**src/lpe_pkg.sv**
```systemverilog
`timescale 1ns / 1ps
// ----------------------------------------------------------------------------
// lpe_pkg: shared types and constants of the LED pixel pulse encoder
// Pixel word format, queue entry, register indexes and reset values.
// ----------------------------------------------------------------------------
package lpe_pkg;

  localparam int unsigned BitsPerPixel = 24;
  localparam int unsigned BitIdxW      = $clog2(BitsPerPixel + 1);
  localparam int unsigned FifoDepth    = 2;

  localparam logic [8:0] HueWrap   = 9'd360;
  localparam logic [8:0] HueSegLen = 9'd60;
  localparam logic [6:0] FracSpan  = 7'd60;

  localparam logic [15:0] OneHighReset  = 16'd144;
  localparam logic [15:0] ZeroHighReset = 16'd72;
  localparam logic [7:0]  GuardReset    = 8'd50;

  localparam int unsigned CfgIdxW  = 2;
  localparam int unsigned CfgDataW = 16;

  typedef enum logic [CfgIdxW-1:0] {
    CfgOneHigh    = 2'd0,
    CfgZeroHigh   = 2'd1,
    CfgGuardSlots = 2'd2
  } cfg_idx_e;

  typedef enum logic [2:0] {
    SegRedGreenUp = 3'd0,
    SegRedDown    = 3'd1,
    SegBlueUp     = 3'd2,
    SegGreenDown  = 3'd3,
    SegRedUp      = 3'd4,
    SegBlueDown   = 3'd5
  } hue_seg_e;

  typedef struct packed {
    logic [BitsPerPixel-1:0] grb;
    logic                    guard;
  } pix_t;

  typedef struct packed {
    logic full;
    logic valid;
  } fifo_stat_t;

endpackage

```
**src/lpe_front.sv**
```systemverilog
`timescale 1ns / 1ps
// ----------------------------------------------------------------------------
// lpe_front: pixel intake and color resolution
// Accepts a pixel, converts hue to RGB when asked, packs GRB and guard flag.
// ----------------------------------------------------------------------------
module lpe_front import lpe_pkg::*; (
  input  logic       in_valid_i,
  output logic       in_stall_o,
  input  logic       command_i,
  input  logic [7:0] red_i,
  input  logic [7:0] green_i,
  input  logic [7:0] blue_i,
  input  logic [8:0] hue_i,
  input  logic       last_led_i,
  input  logic [7:0] guard_slots_i,
  input  fifo_stat_t fifo_stat_i,
  output logic       push_o,
  output pix_t       push_data_o
);

  logic [8:0] h;
  logic [8:0] base;
  hue_seg_e   seg;
  logic [5:0] frac;
  logic [9:0] t_prod;
  logic [9:0] q_prod;
  logic [6:0] q_frac;
  logic [7:0] t_val;
  logic [7:0] q_val;
  logic [7:0] r;
  logic [7:0] g;
  logic [7:0] b;

  always_comb begin
    h = (hue_i >= HueWrap) ? hue_i - HueWrap : hue_i;
    priority if (h >= 5 * HueSegLen) begin
      seg = SegBlueDown;   base = 9'(5 * HueSegLen);
    end else if (h >= 4 * HueSegLen) begin
      seg = SegRedUp;      base = 9'(4 * HueSegLen);
    end else if (h >= 3 * HueSegLen) begin
      seg = SegGreenDown;  base = 9'(3 * HueSegLen);
    end else if (h >= 2 * HueSegLen) begin
      seg = SegBlueUp;     base = 9'(2 * HueSegLen);
    end else if (h >= HueSegLen) begin
      seg = SegRedDown;    base = HueSegLen;
    end else begin
      seg = SegRedGreenUp; base = 9'd0;
    end
    frac   = 6'(h - base);
    q_frac = FracSpan - {1'b0, frac};
    // 255/60 == 17/4
    t_prod = 10'({4'd0, frac} * 10'd17);
    q_prod = 10'({3'd0, q_frac} * 10'd17);
    t_val  = t_prod[9:2];
    q_val  = q_prod[9:2];
  end

  always_comb begin
    r = red_i;
    g = green_i;
    b = blue_i;
    if (command_i) begin
      unique case (seg)
        SegRedGreenUp: begin r = 8'hff;  g = t_val;  b = 8'h00;  end
        SegRedDown:    begin r = q_val;  g = 8'hff;  b = 8'h00;  end
        SegBlueUp:     begin r = 8'h00;  g = 8'hff;  b = t_val;  end
        SegGreenDown:  begin r = 8'h00;  g = q_val;  b = 8'hff;  end
        SegRedUp:      begin r = t_val;  g = 8'h00;  b = 8'hff;  end
        default:       begin r = 8'hff;  g = 8'h00;  b = q_val;  end
      endcase
    end
  end

  assign in_stall_o        = fifo_stat_i.full;
  assign push_o            = in_valid_i && !fifo_stat_i.full;
  assign push_data_o.grb   = {g, r, b};
  assign push_data_o.guard = last_led_i && (guard_slots_i != 8'd0);

endmodule

```
**src/lpe_fifo.sv**
```systemverilog
`timescale 1ns / 1ps
// ----------------------------------------------------------------------------
// lpe_fifo: short pixel queue
// Decouples pixel intake from bit serialization.
// ----------------------------------------------------------------------------
module lpe_fifo import lpe_pkg::*; (
  input  logic       clk_i,
  input  logic       rst_ni,
  input  logic       push_i,
  input  pix_t       push_data_i,
  input  logic       pop_i,
  output pix_t       pop_data_o,
  output fifo_stat_t stat_o
);

  localparam int unsigned PtrW = (FifoDepth > 1) ? $clog2(FifoDepth) : 1;
  localparam int unsigned CntW = $clog2(FifoDepth + 1);

  pix_t            mem_q [FifoDepth];
  logic [PtrW-1:0] wr_ptr_q, wr_ptr_d;
  logic [PtrW-1:0] rd_ptr_q, rd_ptr_d;
  logic [CntW-1:0] cnt_q, cnt_d;

  always_comb begin
    wr_ptr_d = wr_ptr_q;
    rd_ptr_d = rd_ptr_q;
    cnt_d    = cnt_q;
    if (push_i) begin
      wr_ptr_d = (wr_ptr_q == PtrW'(FifoDepth - 1)) ? '0 : wr_ptr_q + 1'b1;
    end
    if (pop_i) begin
      rd_ptr_d = (rd_ptr_q == PtrW'(FifoDepth - 1)) ? '0 : rd_ptr_q + 1'b1;
    end
    unique case ({push_i, pop_i})
      2'b10:   cnt_d = cnt_q + 1'b1;
      2'b01:   cnt_d = cnt_q - 1'b1;
      default: cnt_d = cnt_q;
    endcase
  end

  always_ff @(posedge clk_i or negedge rst_ni) begin
    if (!rst_ni) begin
      wr_ptr_q <= '0;
      rd_ptr_q <= '0;
      cnt_q    <= '0;
    end else begin
      wr_ptr_q <= wr_ptr_d;
      rd_ptr_q <= rd_ptr_d;
      cnt_q    <= cnt_d;
    end
  end

  always_ff @(posedge clk_i) begin
    if (push_i) begin
      mem_q[wr_ptr_q] <= push_data_i;
    end
  end

  assign pop_data_o   = mem_q[rd_ptr_q];
  assign stat_o.full  = (cnt_q == CntW'(FifoDepth));
  assign stat_o.valid = (cnt_q != '0);

endmodule

```
**src/lpe_back.sv**
```systemverilog
`timescale 1ns / 1ps
// ----------------------------------------------------------------------------
// lpe_back: bit serializer
// Shifts GRB MSB first, one word per cycle unless stalled, then any guard.
// ----------------------------------------------------------------------------
module lpe_back import lpe_pkg::*; (
  input  logic        clk_i,
  input  logic        rst_ni,
  input  fifo_stat_t  fifo_stat_i,
  input  pix_t        pop_data_i,
  output logic        pop_o,
  input  logic [15:0] one_high_i,
  input  logic [15:0] zero_high_i,
  input  logic [7:0]  guard_slots_i,
  output logic        out_valid_o,
  input  logic        out_stall_i,
  output logic [15:0] high_ticks_o,
  output logic [7:0]  slot_count_o,
  output logic        is_guard_o,
  output logic        last_o
);

  logic                    busy_q, busy_d;
  logic [BitIdxW-1:0]      idx_q, idx_d;
  logic [BitsPerPixel-1:0] sh_q, sh_d;
  logic                    guard_q, guard_d;
  logic                    out_valid_q, out_valid_d;
  logic [15:0]             high_q, high_d;
  logic [7:0]              slots_q, slots_d;
  logic                    is_guard_q, is_guard_d;
  logic                    last_q, last_d;
  logic                    load;
  logic                    guard_now;
  logic                    final_slot;

  always_comb begin
    load       = busy_q && (!out_valid_q || !out_stall_i);
    guard_now  = (idx_q == BitIdxW'(BitsPerPixel));
    final_slot = guard_now || ((idx_q == BitIdxW'(BitsPerPixel - 1)) && !guard_q);
    pop_o      = fifo_stat_i.valid && (!busy_q || (load && final_slot));

    out_valid_d = out_valid_q;
    high_d      = high_q;
    slots_d     = slots_q;
    is_guard_d  = is_guard_q;
    last_d      = last_q;
    if (load) begin
      out_valid_d = 1'b1;
      last_d      = final_slot;
      is_guard_d  = guard_now;
      if (guard_now) begin
        high_d  = 16'd0;
        slots_d = guard_slots_i;
      end else begin
        high_d  = sh_q[BitsPerPixel-1] ? one_high_i : zero_high_i;
        slots_d = 8'd1;
      end
    end else if (!out_stall_i) begin
      out_valid_d = 1'b0;
    end

    busy_d  = busy_q;
    idx_d   = idx_q;
    sh_d    = sh_q;
    guard_d = guard_q;
    if (pop_o) begin
      busy_d  = 1'b1;
      idx_d   = '0;
      sh_d    = pop_data_i.grb;
      guard_d = pop_data_i.guard;
    end else if (load) begin
      busy_d = !final_slot;
      idx_d  = idx_q + 1'b1;
      sh_d   = {sh_q[BitsPerPixel-2:0], 1'b0};
    end
  end

  always_ff @(posedge clk_i or negedge rst_ni) begin
    if (!rst_ni) begin
      busy_q      <= 1'b0;
      out_valid_q <= 1'b0;
    end else begin
      busy_q      <= busy_d;
      out_valid_q <= out_valid_d;
    end
  end

  always_ff @(posedge clk_i) begin
    idx_q      <= idx_d;
    sh_q       <= sh_d;
    guard_q    <= guard_d;
    high_q     <= high_d;
    slots_q    <= slots_d;
    is_guard_q <= is_guard_d;
    last_q     <= last_d;
  end

  assign out_valid_o  = out_valid_q;
  assign high_ticks_o = high_q;
  assign slot_count_o = slots_q;
  assign is_guard_o   = is_guard_q;
  assign last_o       = last_q;

endmodule

```
**src/led_pixel_pulse_encoder.sv**
```systemverilog
`timescale 1ns / 1ps
// ----------------------------------------------------------------------------
// led_pixel_pulse_encoder: addressable LED pulse encoder, top level
// Turns pixels into per-bit PWM compare words plus a frame reset guard.
// ----------------------------------------------------------------------------
// Each accepted pixel yields 24 words (GRB, MSB first), one per cycle from the
// serializer's output register while out_stall is low, and a 25th guard word
// when last_led is set and guard_slots is nonzero. A two-entry pixel queue
// sits between intake and serializer, so intake stalls only once two pixels
// are waiting. Registers: 0 one_high_ticks, 1 zero_high_ticks, 2 guard_slots;
// cfg_ready_o is always high.
module led_pixel_pulse_encoder import lpe_pkg::*; (
  input  logic                clk_i,
  input  logic                rst_ni,
  input  logic                in_valid_i,
  output logic                in_stall_o,
  input  logic                command_i,
  input  logic [7:0]          red_i,
  input  logic [7:0]          green_i,
  input  logic [7:0]          blue_i,
  input  logic [8:0]          hue_i,
  input  logic                last_led_i,
  output logic                out_valid_o,
  input  logic                out_stall_i,
  output logic [15:0]         high_ticks_o,
  output logic [7:0]          slot_count_o,
  output logic                is_guard_o,
  output logic                last_o,
  input  logic                cfg_valid_i,
  output logic                cfg_ready_o,
  input  logic [CfgIdxW-1:0]  cfg_index_i,
  input  logic [CfgDataW-1:0] cfg_data_i
);

  logic [15:0] one_high_q;
  logic [15:0] zero_high_q;
  logic [7:0]  guard_slots_q;
  fifo_stat_t  fifo_stat;
  logic        push;
  pix_t        push_data;
  logic        pop;
  pix_t        pop_data;

  assign cfg_ready_o = 1'b1;

  always_ff @(posedge clk_i or negedge rst_ni) begin
    if (!rst_ni) begin
      one_high_q    <= OneHighReset;
      zero_high_q   <= ZeroHighReset;
      guard_slots_q <= GuardReset;
    end else if (cfg_valid_i && cfg_ready_o) begin
      unique case (cfg_index_i)
        CfgOneHigh:    one_high_q    <= cfg_data_i;
        CfgZeroHigh:   zero_high_q   <= cfg_data_i;
        CfgGuardSlots: guard_slots_q <= cfg_data_i[7:0];
        default:       ;
      endcase
    end
  end

  lpe_front u_front (
    .in_valid_i    (in_valid_i),
    .in_stall_o    (in_stall_o),
    .command_i     (command_i),
    .red_i         (red_i),
    .green_i       (green_i),
    .blue_i        (blue_i),
    .hue_i         (hue_i),
    .last_led_i    (last_led_i),
    .guard_slots_i (guard_slots_q),
    .fifo_stat_i   (fifo_stat),
    .push_o        (push),
    .push_data_o   (push_data)
  );

  lpe_fifo u_fifo (
    .clk_i       (clk_i),
    .rst_ni      (rst_ni),
    .push_i      (push),
    .push_data_i (push_data),
    .pop_i       (pop),
    .pop_data_o  (pop_data),
    .stat_o      (fifo_stat)
  );

  lpe_back u_back (
    .clk_i         (clk_i),
    .rst_ni        (rst_ni),
    .fifo_stat_i   (fifo_stat),
    .pop_data_i    (pop_data),
    .pop_o         (pop),
    .one_high_i    (one_high_q),
    .zero_high_i   (zero_high_q),
    .guard_slots_i (guard_slots_q),
    .out_valid_o   (out_valid_o),
    .out_stall_i   (out_stall_i),
    .high_ticks_o  (high_ticks_o),
    .slot_count_o  (slot_count_o),
    .is_guard_o    (is_guard_o),
    .last_o        (last_o)
  );

`ifndef SYNTH
  a_guard_word: assert property (@(posedge clk_i) disable iff (!rst_ni)
    out_valid_o && is_guard_o |-> last_o && high_ticks_o == 16'd0 && slot_count_o != 8'd0)
    else $error("guard word malformed");

  a_data_slot: assert property (@(posedge clk_i) disable iff (!rst_ni)
    out_valid_o && !is_guard_o |-> slot_count_o == 8'd1)
    else $error("data word slot count not one");

  a_no_pop_empty: assert property (@(posedge clk_i) disable iff (!rst_ni)
    pop |-> fifo_stat.valid)
    else $error("pop from empty pixel queue");

  a_no_push_full: assert property (@(posedge clk_i) disable iff (!rst_ni)
    fifo_stat.full && !pop |=> fifo_stat.full)
    else $error("pixel queue lost an entry");
`endif

endmodule

```
**config.mk**
```make
export PLATFORM = sky130hd
export DESIGN_NAME = led_pixel_pulse_encoder
export DESIGN_NICKNAME = d
export VERILOG_FILES = /design/src/lpe_pkg.sv /design/src/lpe_front.sv /design/src/lpe_fifo.sv /design/src/lpe_back.sv /design/src/led_pixel_pulse_encoder.sv
export SDC_FILE = /design/constraint.sdc
export NUM_CORES = 1
export LEC_CHECK = 0
export BUFFER_PORTS_ARGS = -buffer_cell sky130_fd_sc_hd__buf_4
export CORE_MARGIN = 2
export CORE_UTILIZATION = 30
export CTS_BUF_LIST = sky130_fd_sc_hd__clkbuf_2
export DETAILED_ROUTE_END_ITERATION = 8
export PLACE_DENSITY_LB_ADDON = 0.25
export SKIP_CTS_REPAIR_TIMING = 1
export SKIP_LAST_GASP = 1
export SYNTH_ARGS = -nofsm -noshare
export SYNTH_HDL_FRONTEND = slang
export SYNTH_SLANG_ARGS = --single-unit
```
**constraint.sdc**
```tcl
create_clock -name clk_i -period 5.9 [get_ports clk_i]
set_input_delay 0.295 -clock clk_i [delete_from_list [all_inputs] [get_ports clk_i]]
set_output_delay 0.295 -clock clk_i [all_outputs]
set_load 0.005 [all_outputs]
```
== Yosys cells after proc, flatten, opt, wreduce, memory -nomap -nowiden ==
Memories as Yosys holds them, arrays and structs flattened.
Index checks and enable logic that the tools add are counted.

* Input bits: 58
* RAM bits: 50
* Memories kept: 1
* Register bits after elaboration: 102
* Output and inout bits: 29

{| class="wikitable"
|+ Memory list
! memory !! depth !! width !! read ports !! clocked after memory_dff !! write ports !! line !! RTL
|-
| u_fifo.mem_q || 2 || 25 || 1 || 0 || 1 || lpe_fifo.sv:19 || <nowiki>pix_t mem_q [FifoDepth];</nowiki>
|}

* Equal/unequal tests: 12
* Multiply operators: 2
* Add/sub/neg operators: 8
* $lt $le $gt $ge: 6
* Reduce and logical (&&, ||, !) cells: 28
* Mux-type cells: 29

{| class="wikitable"
|+ Operators with widths
! operator !! number
|-
| case mux 8 bit (3 select lines) || 3
|-
| two-way mux 24 bit || 2
|-
| two-way mux 6 bit || 5
|-
| two-way mux 8 bit || 3
|-
| >= comparator 9 x 8 -> 1 bit (second input constant) || 2
|-
| >= comparator 9 bit (second input constant) || 2
|-
| two-way mux 16 bit || 1
|-
| two-way mux 3 bit || 4
|-
| == test 5 bit (second input constant) || 2
|-
| multiplier 6 x 5 -> 10 bit (second input constant) || 1
|-
| multiplier 7 x 5 -> 10 bit (second input constant) || 1
|-
| >= comparator 9 x 6 -> 1 bit (second input constant) || 1
|-
| >= comparator 9 x 7 -> 1 bit (second input constant) || 1
|-
| two-way mux 1 bit || 9
|-
| two-way mux 9 bit || 1
|-
| subtractor 9 bit (second input constant) || 1
|-
| nonzero test 8 bit || 1
|-
| OR reduction 2 bit || 4
|-
| subtractor 6 x 6 -> 7 bit (first input constant) || 1
|-
| == test 2 bit (second input constant) || 3
|-
| == test 3 x 2 -> 1 bit (second input constant) || 2
|-
| logical AND 1 bit || 6
|-
| zero test 1 bit || 6
|-
| AND reduction 2 bit || 3
|-
| 14 further kinds || 20
|}

== Logic depth before layout (Yosys ltp) ==
Gate-level depths: netlist (run 1).

* Depth in word-level cells: 13
* Gate-level depth with buffers: 29

== Cells and area by module ==
Synthesis (run 1) repeated with hierarchy kept, for this count alone.

* Cells, all modules: 614
* Area total of the unflattened synthesis: 8037.7 um^2

{| class="wikitable"
|+ By module, submodules not included
! module !! area an instance (um^2) !! instances !! cells an instance !! sequential area each (um^2)
|-
| lpe_back || 2638.8 || 1 || 174 || 1681.6
|-
| lpe_fifo || 2092.0 || 1 || 94 || 1601.5
|-
| lpe_front || 1775.5 || 1 || 259 || 0.0
|-
| led_pixel_pulse_encoder || 1531.5 || 1 || 87 || 1009.7
|}

== Worst setup path after synthesis (run 1) ==
Ideal clock, no wire load.

* Kind: input -> register
* From: input hue_i[4]
* To: memory u_fifo.mem_q[0][24] (netlist bit) (data pin)
* Stages: 25
* Data arrival time: 5.305 ns
* Path slack: 0.309 ns
* Data required time: 5.614 ns
* Cells stage by stage: inv_1 -> ha_1 -> or4b_4 -> a311o_1 -> a21o_1 -> and3_4 -> a211oi_4 -> o21a_1 -> ha_1 -> inv_2 -> fa_1 -> xor2_1 -> nand3_1 -> xor2_1 -> ha_1 -> ha_1 -> inv_1 -> fa_1 -> inv_1 -> a21o_1 -> a211oi_1 -> a31oi_1 -> xor2_1 -> a221oi_1 -> o22ai_1

{| class="wikitable"
|+ RTL lines
! what !! line !! RTL
|-
| start: declaration || led_pixel_pulse_encoder.sv:21 || <nowiki>input logic [8:0] hue_i,</nowiki>
|-
| end: declaration || lpe_fifo.sv:19 ||
|}

==> impl_metrics.prom, run 1 <==
# TYPE chip_impl_metric gauge
chip_impl_info{name="status",value="completed"} 1
chip_impl_metric{name="grt_start_max_net_pins",unit=""} 57
chip_impl_metric{name="r2r_cells",unit=""} 7
chip_impl_metric{name="layout_worst_path_cycle_share",unit=""} 0.863
chip_impl_metric{name="die_w",unit="microns"} 161
chip_impl_metric{name="clock-sinks",unit=""} 152
chip_impl_metric{name="multi_input_area",unit="sq um"} 2930
chip_impl_metric{name="floorplan.die_area",unit="sq um"} 26100
chip_impl_metric{name="detail_route.iter0.violations",unit=""} 335
chip_impl_metric{name="synth_cell_type_count",unit=""} 66
chip_impl_metric{name="synthesis.instances",unit=""} 603
chip_impl_metric{name="final_nets",unit=""} 825
chip_impl_metric{name="max_slew_margin",unit=""} 0.315
chip_impl_metric{name="layout.area.seq",unit="sq um"} 4290
chip_impl_metric{name="grt_util_met1",unit=""} 0.169
chip_impl_metric{name="first_global_vias",unit=""} 4998
chip_impl_metric{name="number_of_nets_with_antenna_violations_after_routing",unit=""} 0
chip_impl_metric{name="detail_route.wl_per_cell",unit="microns"} 15.5
chip_impl_metric{name="drt_drc_violations_left",unit=""} 0
chip_impl_metric{name="timing.critical_path.required",unit="ns"} 6.35
chip_impl_metric{name="cp_max_fo",unit=""} 5
chip_impl_metric{name="placement.io_buffers",unit=""} 85
chip_impl_metric{name="synth_sequential_area_ratio",unit=""} 0.577
chip_impl_info{name="commonest_non_fill_non_tap_cell_in_the_layout",value="sky130_fd_sc_hd__buf_4"} 1
chip_impl_metric{name="power.density",unit="nW/um^2"} 341
chip_impl_metric{name="cts-buffers-inserted",unit=""} 17
chip_impl_metric{name="std_cell_rows",unit=""} 57
chip_impl_metric{name="antenna_found_initial",unit=""} 1
chip_impl_info{name="worstSetupEndpointType",value="register"} 1
chip_impl_metric{name="power_leakage",unit="nW"} 3.85
chip_impl_metric{name="syn-num-nets",unit=""} 683
chip_impl_metric{name="dpl.cell_count",unit=""} 1006
chip_impl_metric{name="synth_async_sr_flop_share",unit=""} 0.303
chip_impl_info{name="synth.top_cells.by_area",value="sky130_fd_sc_hd__edfxtp_1 (41%), sky130_fd_sc_hd__dfrtp_1 (13%), sky130_fd_sc_hd__mux2_2 (6.5%)"} 1
chip_impl_info{name="timing.hold.worst.class",value="primary input to asynchronous set/reset pin"} 1
chip_impl_metric{name="fin_ws",unit="ns"} 0.808
chip_impl_metric{name="track_usage",unit=""} 0.130
chip_impl_metric{name="cts_max_path_buffers",unit=""} 2
chip_impl_metric{name="wirelength",unit="mm"} 16.8
chip_impl_metric{name="hold_slack",unit="ns"} 0.0814
chip_impl_metric{name="synth_area",unit="sq um"} 7440
chip_impl_metric{name="skew",unit="ns"} 0.0417
chip_impl_info{name="cts.root.buffer_cell",value="sky130_fd_sc_hd__clkbuf_2"} 1
chip_impl_metric{name="final.fill_count",unit=""} 2366
chip_impl_metric{name="core-area",unit="sq um"} 24300
chip_impl_metric{name="drtPass1Iterations",unit=""} 5
chip_impl_metric{name="critPathArrivalTime",unit="ns"} 5.54
chip_impl_info{name="final_cell_mix",value="sky130_fd_sc_hd__buf_4 (106), sky130_fd_sc_hd__edfxtp_1 (101), sky130_fd_sc_hd__nor2_1 (63), sky130_fd_sc_hd__a21oi_1 (45), sky130_fd_sc_hd__dlygate4sd3_1 (44)"} 1
chip_impl_metric{name="fin_tns_setup",unit="ns"} 0
chip_impl_metric{name="first_pass_grt_wire_length",unit="mm"} 26.4
chip_impl_metric{name="global_route.usage.met2",unit=""} 0.214
chip_impl_metric{name="hold_viol",unit=""} 0
chip_impl_metric{name="netlist.area_leader.share",unit=""} 0.408
chip_impl_metric{name="final_cell_count_no_fill",unit=""} 1083
chip_impl_metric{name="yosys_warnings",unit=""} 0
chip_impl_info{name="grt_setup_unrepaired",value="false"} 1
chip_impl_info{name="yosysTopAreaCell",value="sky130_fd_sc_hd__edfxtp_1"} 1
chip_impl_metric{name="clk_pin_slew",unit="ns"} 0.24
chip_impl_info{name="timing.setup.critical_path_class",value="primary input to register"} 1
chip_impl_metric{name="synth-edff-count",unit=""} 101
chip_impl_metric{name="die_h",unit="microns"} 161
chip_impl_metric{name="post-dp-hpwl",unit="mm"} 11.6
chip_impl_metric{name="max_slew.worst_pin.slew",unit="ns"} 1.03
chip_impl_metric{name="vdd_ir_drop_max",unit="V"} 0.000110
chip_impl_metric{name="area_growth_syn_to_layout",unit="%"} 24.4
chip_impl_info{name="yosys_most_used_dff",value="sky130_fd_sc_hd__edfxtp_1"} 1
chip_impl_info{name="grt_busiest_layer",value="met2"} 1
chip_impl_metric{name="fin_util",unit=""} 0.380
chip_impl_metric{name="post_route_cells_drive_above_1_share",unit=""} 0.276
chip_impl_metric{name="power.total",unit="mW"} 3.16
chip_impl_metric{name="max_cap_viol_count",unit=""} 0
chip_impl_metric{name="stdcell_area",unit="sq um"} 9250
chip_impl_metric{name="clock_tree.htree_level_count",unit=""} 4
chip_impl_metric{name="floorplan.io_pins",unit=""} 87
chip_impl_info{name="worstSetupStartpointType",value="primary input"} 1
chip_impl_metric{name="finalWorstPathRequiredPeriod",unit="ns"} 5.09
chip_impl_metric{name="detailed_place.area",unit="sq um"} 8560
chip_impl_metric{name="synth_register_bits",unit=""} 152
chip_impl_metric{name="route.vias.total",unit=""} 5101
chip_impl_metric{name="finalSetupViolCount",unit=""} 0
chip_impl_info{name="tritoncts",value="yes"} 1
chip_impl_metric{name="gp_routability_congestion",unit=""} 0.921
chip_impl_metric{name="timing_max_transition_violations_final",unit=""} 0
chip_impl_metric{name="initial_core_utilization",unit=""} 0.306
chip_impl_metric{name="clock.fmax",unit="GHz"} 0.196
chip_impl_metric{name="worstSkewPairLatency",unit="ns"} 0.72
chip_impl_metric{name="globalRouteOverflowTotal",unit=""} 0
chip_impl_metric{name="preCtsSetupSlack",unit="ns"} 0.0780
chip_impl_metric{name="syn-mean-instance-area",unit="sq um"} 12.3
chip_impl_metric{name="viasPerCell",unit=""} 4.71
chip_impl_metric{name="groute.layer.met3.usage",unit=""} 0.0354
routing by layer:
layer  vias to the layer above  wire, microns
met5                         -              0
met4                         0            167
met3                        13            826
met2                       151           8060
met1                      2458           7750
li1                       2479              -
logic make-up after synthesis:
logic type,share of synthesized area
AOI/OAI and AO/OA,0.111
xor gates and xnor gates,0.0306
adders and majority gates,0.0400
buffers and inverters,0.0340
DFF,0.577
muxes,0.119
other,0.000504
and+or+nand+nor,0.0873
synthesized netlist by cell type (all sizes together), types with 2 or more instances:
| cell | count |
|---|---|
| edfxtp | 101 |
| nor2 | 65 |
| a21oi | 47 |
| mux2 | 43 |
| mux2i | 40 |
| dfrtp | 39 |
| inv | 37 |
| clkbuf | 24 |
| ha | 19 |
| nand2 | 18 |
| o21ai | 15 |
| o22ai | 15 |
| and2 | 13 |
| xnor2 | 12 |
| xor2 | 11 |
| a21o | 9 |
| a31oi | 8 |
| nand2b | 8 |
| dfstp | 7 |
| a221oi | 6 |
| nand3 | 6 |
| dfxtp | 5 |
| a211oi | 4 |
| and3 | 3 |
| buf | 3 |
| fa | 3 |
| nand3b | 3 |
| nor2b | 3 |
| a211o | 2 |
| a2bb2oi | 2 |
| a311oi | 2 |
| nand4 | 2 |
| nor3 | 2 |
| nor3b | 2 |
| nor4 | 2 |
| o211ai | 2 |
| o21a | 2 |
| or2 | 2 |
| or3 | 2 |
layout make-up:
class | count | share of cell area
Timing Repair Buffer | 150 | 0.134
Clock inverter | 14 | 0.0172
Tap cell | 324 | 0.0438
Inverter | 37 | 0.0150
Clock buffer | 18 | 0.00974
Antenna cell | 1 | 0.000270
Sequential cell | 152 | 0.464
Multi-Input combinational cell | 387 | 0.316
path summary, 6_finish.rpt:
check,startpoint,endpoint,slack (ns)
max in group asynchronous,rst_ni,one_high_q[14],5.35
min in group clk_i,red_i[1],u_fifo.mem_q[1][10],0.10
worst max register to register,u_back.idx_q[0],u_back.sh_q[2],2.99
worst max-delay path,hue_i[4],u_fifo.mem_q[1][24],0.81
worst min-delay path,rst_ni,u_fifo.cnt_q[0],0.08
worst min register to register,u_fifo.cnt_q[1],u_fifo.cnt_q[1],0.51
registers in the layout, indices dropped and copies added, names as in the netlist, 2 cells and up:
register	flops
zero_high_q	16
u_fifo.cnt_q	2
u_back.idx_q	5
u_fifo.mem_q	50
u_back.high_ticks_o	16
u_back.slot_count_o	8
one_high_q	16
guard_slots_q	8
u_back.sh_q	24
critical path, cell delays in order:
cell and delay (ns):
sky130_fd_sc_hd__buf_4 0.13, sky130_fd_sc_hd__inv_1 0.08, sky130_fd_sc_hd__ha_1 0.13, sky130_fd_sc_hd__or4b_4 0.48
sky130_fd_sc_hd__nor3_2 0.30, sky130_fd_sc_hd__o21ai_0 0.17, sky130_fd_sc_hd__a21o_1 0.20, sky130_fd_sc_hd__a211o_1 0.34
sky130_fd_sc_hd__a21oi_2 0.16, sky130_fd_sc_hd__nor2_1 0.09, sky130_fd_sc_hd__ha_1 0.31, sky130_fd_sc_hd__a21o_1 0.15
sky130_fd_sc_hd__a21oi_1 0.22, sky130_fd_sc_hd__xnor2_2 0.19, sky130_fd_sc_hd__xor2_4 0.19, sky130_fd_sc_hd__xor2_1 0.17
sky130_fd_sc_hd__ha_1 0.26, sky130_fd_sc_hd__ha_1 0.22, sky130_fd_sc_hd__inv_1 0.07, sky130_fd_sc_hd__fa_1 0.21
sky130_fd_sc_hd__inv_1 0.05, sky130_fd_sc_hd__a21o_1 0.19, sky130_fd_sc_hd__a211oi_1 0.23, sky130_fd_sc_hd__a31oi_1 0.09
sky130_fd_sc_hd__xor2_1 0.19, sky130_fd_sc_hd__a221oi_1 0.27, sky130_fd_sc_hd__o22ai_1 0.14
where the power goes:
group	switching, mW	leakage [nW]	internal, mW
registers	0.106	1.54	1.43
logic	0.556	2.16	0.465
clock network	0.393	0.158	0.210
Power figures use the tool's default switching activity.
==> run 2, diff against run 1 <==
--- a/config.mk
+++ b/config.mk
@@ -5,6 +5,7 @@
 export SDC_FILE = /design/constraint.sdc
 export NUM_CORES = 1
 export LEC_CHECK = 0
+export ABC_AREA = 1
 export BUFFER_PORTS_ARGS = -buffer_cell sky130_fd_sc_hd__buf_4
 export CORE_MARGIN = 2
 export CORE_UTILIZATION = 30
==> run 2 against run 1 <==
Clock-buffer cell count grew 3. Via count grew 9.8%. Non-clock buffer count shrank 20. Sequential cell count is the same. First-iteration DRC count shrank 3.6%. Power grew 6.9%. Critical path type unchanged. Synthesized area grew 1.5%. Sequential power grew 5%. Hold slack lost 0.051 ns. Global-route usage shrank 0.090 points. Largest power group unchanged.
==> impl_metrics.prom, run 2 <==
# TYPE chip_impl_metric gauge
chip_impl_metric{name="critPathArrivalTime",unit="ns"} 5.28
chip_impl_info{name="cts.root.buffer_cell",value="sky130_fd_sc_hd__clkbuf_2"} 1
chip_impl_info{name="worstSetupEndpoint",value="u_fifo.mem_q[0][24]"} 1
chip_impl_metric{name="clock-sinks",unit=""} 152
chip_impl_metric{name="globalRouteOverflowTotal",unit=""} 0
chip_impl_info{name="synthMostInstantiatedCell",value="sky130_fd_sc_hd__nand2_1"} 1
chip_impl_metric{name="max_cap_viol_count",unit=""} 0
chip_impl_metric{name="preCtsSetupSlack",unit="ns"} 0.350
chip_impl_metric{name="number_of_nets_with_antenna_violations_after_routing",unit=""} 0
chip_impl_metric{name="detail_route.wl_per_cell",unit="microns"} 13.4
chip_impl_metric{name="core-area",unit="sq um"} 25000
chip_impl_info{name="post_synth_most_frequent_cells",value="sky130_fd_sc_hd__nand2_1 (238), sky130_fd_sc_hd__edfxtp_1 (101), sky130_fd_sc_hd__inv_1 (79)"} 1
chip_impl_metric{name="drtPass1Iterations",unit=""} 5
chip_impl_metric{name="worst-r2r-setup-slack",unit="ns"} 2.36
chip_impl_metric{name="final_cell_count_no_fill",unit=""} 1265
chip_impl_info{name="final_cell_mix",value="sky130_fd_sc_hd__nand2_1 (238), sky130_fd_sc_hd__edfxtp_1 (101), sky130_fd_sc_hd__buf_4 (90), sky130_fd_sc_hd__inv_1 (79), sky130_fd_sc_hd__nor2_1 (61)"} 1
chip_impl_metric{name="clk_pin_slew",unit="ns"} 0.18
chip_impl_metric{name="post_route_cells_drive_above_1_share",unit=""} 0.175
chip_impl_metric{name="number_of_flip_flops_in_the_largest_register",unit=""} 50
chip_impl_metric{name="first_pass_grt_wire_length",unit="mm"} 26.6
chip_impl_metric{name="comb_power_share",unit=""} 0.299
chip_impl_info{name="yosysTopAreaCell",value="sky130_fd_sc_hd__edfxtp_1"} 1
chip_impl_metric{name="clock.fmax",unit="GHz"} 0.208
chip_impl_metric{name="hold_viol",unit=""} 0
chip_impl_metric{name="crit_path_largest_cell_delay",unit="ns"} 0.65
chip_impl_metric{name="cp_max_fo",unit=""} 12
chip_impl_info{name="worstSetupEndpointType",value="register"} 1
chip_impl_info{name="largest_registers",value="u_fifo.mem_q: 50 flops, u_back.sh_q: 24 flops"} 1
chip_impl_metric{name="fin_tns_setup",unit="ns"} 0
chip_impl_info{name="timing.setup.critical_path_class",value="primary input to register"} 1
chip_impl_metric{name="synth_sequential_area_ratio",unit=""} 0.569
chip_impl_metric{name="power.total",unit="mW"} 3.38
chip_impl_metric{name="timing.critical_path.required",unit="ns"} 6.36
chip_impl_info{name="timing.hold.worst.class",value="primary input to register"} 1
chip_impl_metric{name="detail_route.iter0.violations",unit=""} 323
chip_impl_metric{name="max_slew_margin",unit=""} 0.256
chip_impl_info{name="status",value="completed"} 1
chip_impl_metric{name="max_slew.worst_pin.slew",unit="ns"} 1.11
chip_impl_metric{name="fin_ws",unit="ns"} 1.08
chip_impl_metric{name="wirelength",unit="mm"} 16.9
chip_impl_metric{name="final.fill_count",unit=""} 2536
chip_impl_info{name="synth.top_cells.by_area",value="sky130_fd_sc_hd__edfxtp_1 (40%), sky130_fd_sc_hd__dfrtp_1 (13%), sky130_fd_sc_hd__nand2_1 (12%)"} 1
chip_impl_metric{name="gp_routability_congestion",unit=""} 0.913
chip_impl_info{name="worst_setup_path_startpoint",value="hue_i[3]"} 1
chip_impl_metric{name="synth_register_bits",unit=""} 152
chip_impl_metric{name="dpl.cell_count",unit=""} 1192
chip_impl_metric{name="post-dp-hpwl",unit="mm"} 11.6
chip_impl_info{name="critical-path-slowest-cell",value="sky130_fd_sc_hd__fa_1"} 1
chip_impl_metric{name="finalSetupViolCount",unit=""} 0
chip_impl_info{name="crit-reg2reg-launch",value="u_back.idx_q[0]"} 1
chip_impl_metric{name="synth_cell_type_count",unit=""} 44
chip_impl_metric{name="layout_worst_path_cycle_share",unit=""} 0.816
chip_impl_metric{name="viasPerCell",unit=""} 4.43
chip_impl_info{name="critPathMostFrequentCell",value="sky130_fd_sc_hd__inv_1"} 1
chip_impl_metric{name="placement.io_buffers",unit=""} 85
chip_impl_info{name="regMostFlops",value="u_fifo.mem_q"} 1
chip_impl_metric{name="track_usage",unit=""} 0.129
chip_impl_metric{name="p_int",unit="mW"} 2.27
chip_impl_metric{name="synth_async_sr_flop_share",unit=""} 0.303
chip_impl_metric{name="timing_max_transition_violations_final",unit=""} 0
chip_impl_metric{name="route.vias.total",unit=""} 5599
chip_impl_metric{name="synth-edff-count",unit=""} 101
chip_impl_metric{name="detailed_place.area",unit="sq um"} 8520
chip_impl_metric{name="finalWorstPathRequiredPeriod",unit="ns"} 4.82
chip_impl_metric{name="drt_drc_violations_left",unit=""} 0
chip_impl_metric{name="skew",unit="ns"} 0.0339
chip_impl_metric{name="cts_max_path_buffers",unit=""} 2
chip_impl_metric{name="area_growth_syn_to_layout",unit="%"} 22.7
chip_impl_metric{name="cts-buffers-inserted",unit=""} 17
chip_impl_metric{name="die_w",unit="microns"} 163
chip_impl_metric{name="pwr-share-seq",unit=""} 0.478
chip_impl_metric{name="synthesis.instances",unit=""} 798
chip_impl_metric{name="power.switching",unit="mW"} 1.11
chip_impl_info{name="tritoncts",value="yes"} 1
chip_impl_metric{name="floorplan.io_pins",unit=""} 87
chip_impl_metric{name="initial_core_utilization",unit=""} 0.302
chip_impl_metric{name="power.density",unit="nW/um^2"} 365
chip_impl_metric{name="switching_share",unit=""} 0.327
chip_impl_metric{name="final_nets",unit=""} 1001
chip_impl_metric{name="fin_util",unit=""} 0.371
chip_impl_metric{name="syn-mean-instance-area",unit="sq um"} 9.45
chip_impl_info{name="crit-reg2reg-capture",value="u_fifo.cnt_q[1]"} 1
chip_impl_metric{name="power_leakage",unit="nW"} 4.08
chip_impl_info{name="yosys_most_used_dff",value="sky130_fd_sc_hd__edfxtp_1"} 1
chip_impl_metric{name="synth_area",unit="sq um"} 7540
chip_impl_metric{name="floorplan.die_area",unit="sq um"} 26400
chip_impl_info{name="commonest_non_fill_non_tap_cell_in_the_layout",value="sky130_fd_sc_hd__nand2_1"} 1
chip_impl_metric{name="stdcell_area",unit="sq um"} 9260
chip_impl_metric{name="grt_start_max_net_pins",unit=""} 47
chip_impl_metric{name="std_cell_rows",unit=""} 58
chip_impl_metric{name="clock_tree.htree_level_count",unit=""} 4
chip_impl_metric{name="hold_slack",unit="ns"} 0.0308
chip_impl_metric{name="antenna_found_initial",unit=""} 1
chip_impl_metric{name="vdd_ir_drop_max",unit="V"} 0.000129
chip_impl_metric{name="clock_power_share",unit=""} 0.223
chip_impl_metric{name="syn-num-nets",unit=""} 878
chip_impl_metric{name="first_global_vias",unit=""} 5174
chip_impl_metric{name="netlist.area_leader.share",unit=""} 0.402
chip_impl_info{name="worstSetupStartpointType",value="primary input"} 1
chip_impl_metric{name="die_h",unit="microns"} 163
chip_impl_metric{name="r2r_cells",unit=""} 12
chip_impl_metric{name="worstSkewPairLatency",unit="ns"} 0.71
chip_impl_info{name="grt_setup_unrepaired",value="false"} 1
chip_impl_metric{name="yosys_warnings",unit=""} 0
==> run 2: worst min-delay path by stage <==
stage / end / start / cells after the start / slack [ns]
floorplan: guard_slots_q[0] / rst_ni / 0 / -0.0006
global placement: one_high_q[12] / rst_ni / 1 / 0.35
detailed placement: one_high_q[12] / rst_ni / 1 / 0.35
CTS: u_fifo.wr_ptr_q / rst_ni / 1 / -0.50
global route: u_fifo.mem_q[1][3] / blue_i[2] / 3 / 0.004
finish: u_fifo.mem_q[1][3] / blue_i[2] / 3 / 0.03
==> run 2: area by class of cell <==
type                       instances  area (sq um)  share of cell area
sequential                       152          4290               0.464
inverter                          86           328              0.0354
clock inverter                    11           226              0.0245
multi-input combinational        534          2810               0.304
antenna                            1          2.50            0.000270
clock buffer                      21           105              0.0114
timing repair buffer             130          1080               0.116
tap                              330           413              0.0446
==> run 2: kinds of logic (layout without fill, tap and decap cells) <==
family                   count (synthesis)  after routing  share of synthesized area
flip-flops                             152            152                      0.569
adder cells (fa/ha/maj)                 22             22                     0.0395
AND/OR/NAND/NOR                        364            364                      0.216
buffers and inverters                  112            248                     0.0587
XOR/XNOR                                14             14                     0.0163
AO/OA/AOI/OAI                          133            133                      0.100
other                                    1              2                   0.000497
==> run 2: worst max-delay path: cells and delay by family <==
kind / cells / cell delay, ns
and+or+nand+nor: 20 / 2.28
AOI/OAI and AO/OA: 2 / 0.29
buffers and inverters: 10 / 0.73
adders and majority gates: 5 / 1.66
==> run 2: power groups by stage <==
stage	registers (mW)	clock network, mW	logic (mW)
4_1_cts	1.62	0.784	1.00
3_5_place_dp	1.64	0	0.998
5_1_grt	1.65	0.823	1.15
3_3_place_gp	1.64	0	0.995
2_1_floorplan	1.59	0	0.694
6_report	1.61	0.754	1.01
==> run 2: per-layer routing <==
layer	part of all wire	vias to the layer above	wire, microns	GRT usage
li1	-	2880	-	-
met5	0	-	0	0
met2	0.46	152	7790	0.212
met3	0.053	22	898	0.0270
met1	0.47	2545	7950	0.169
met4	0.018	0	308	0.0479
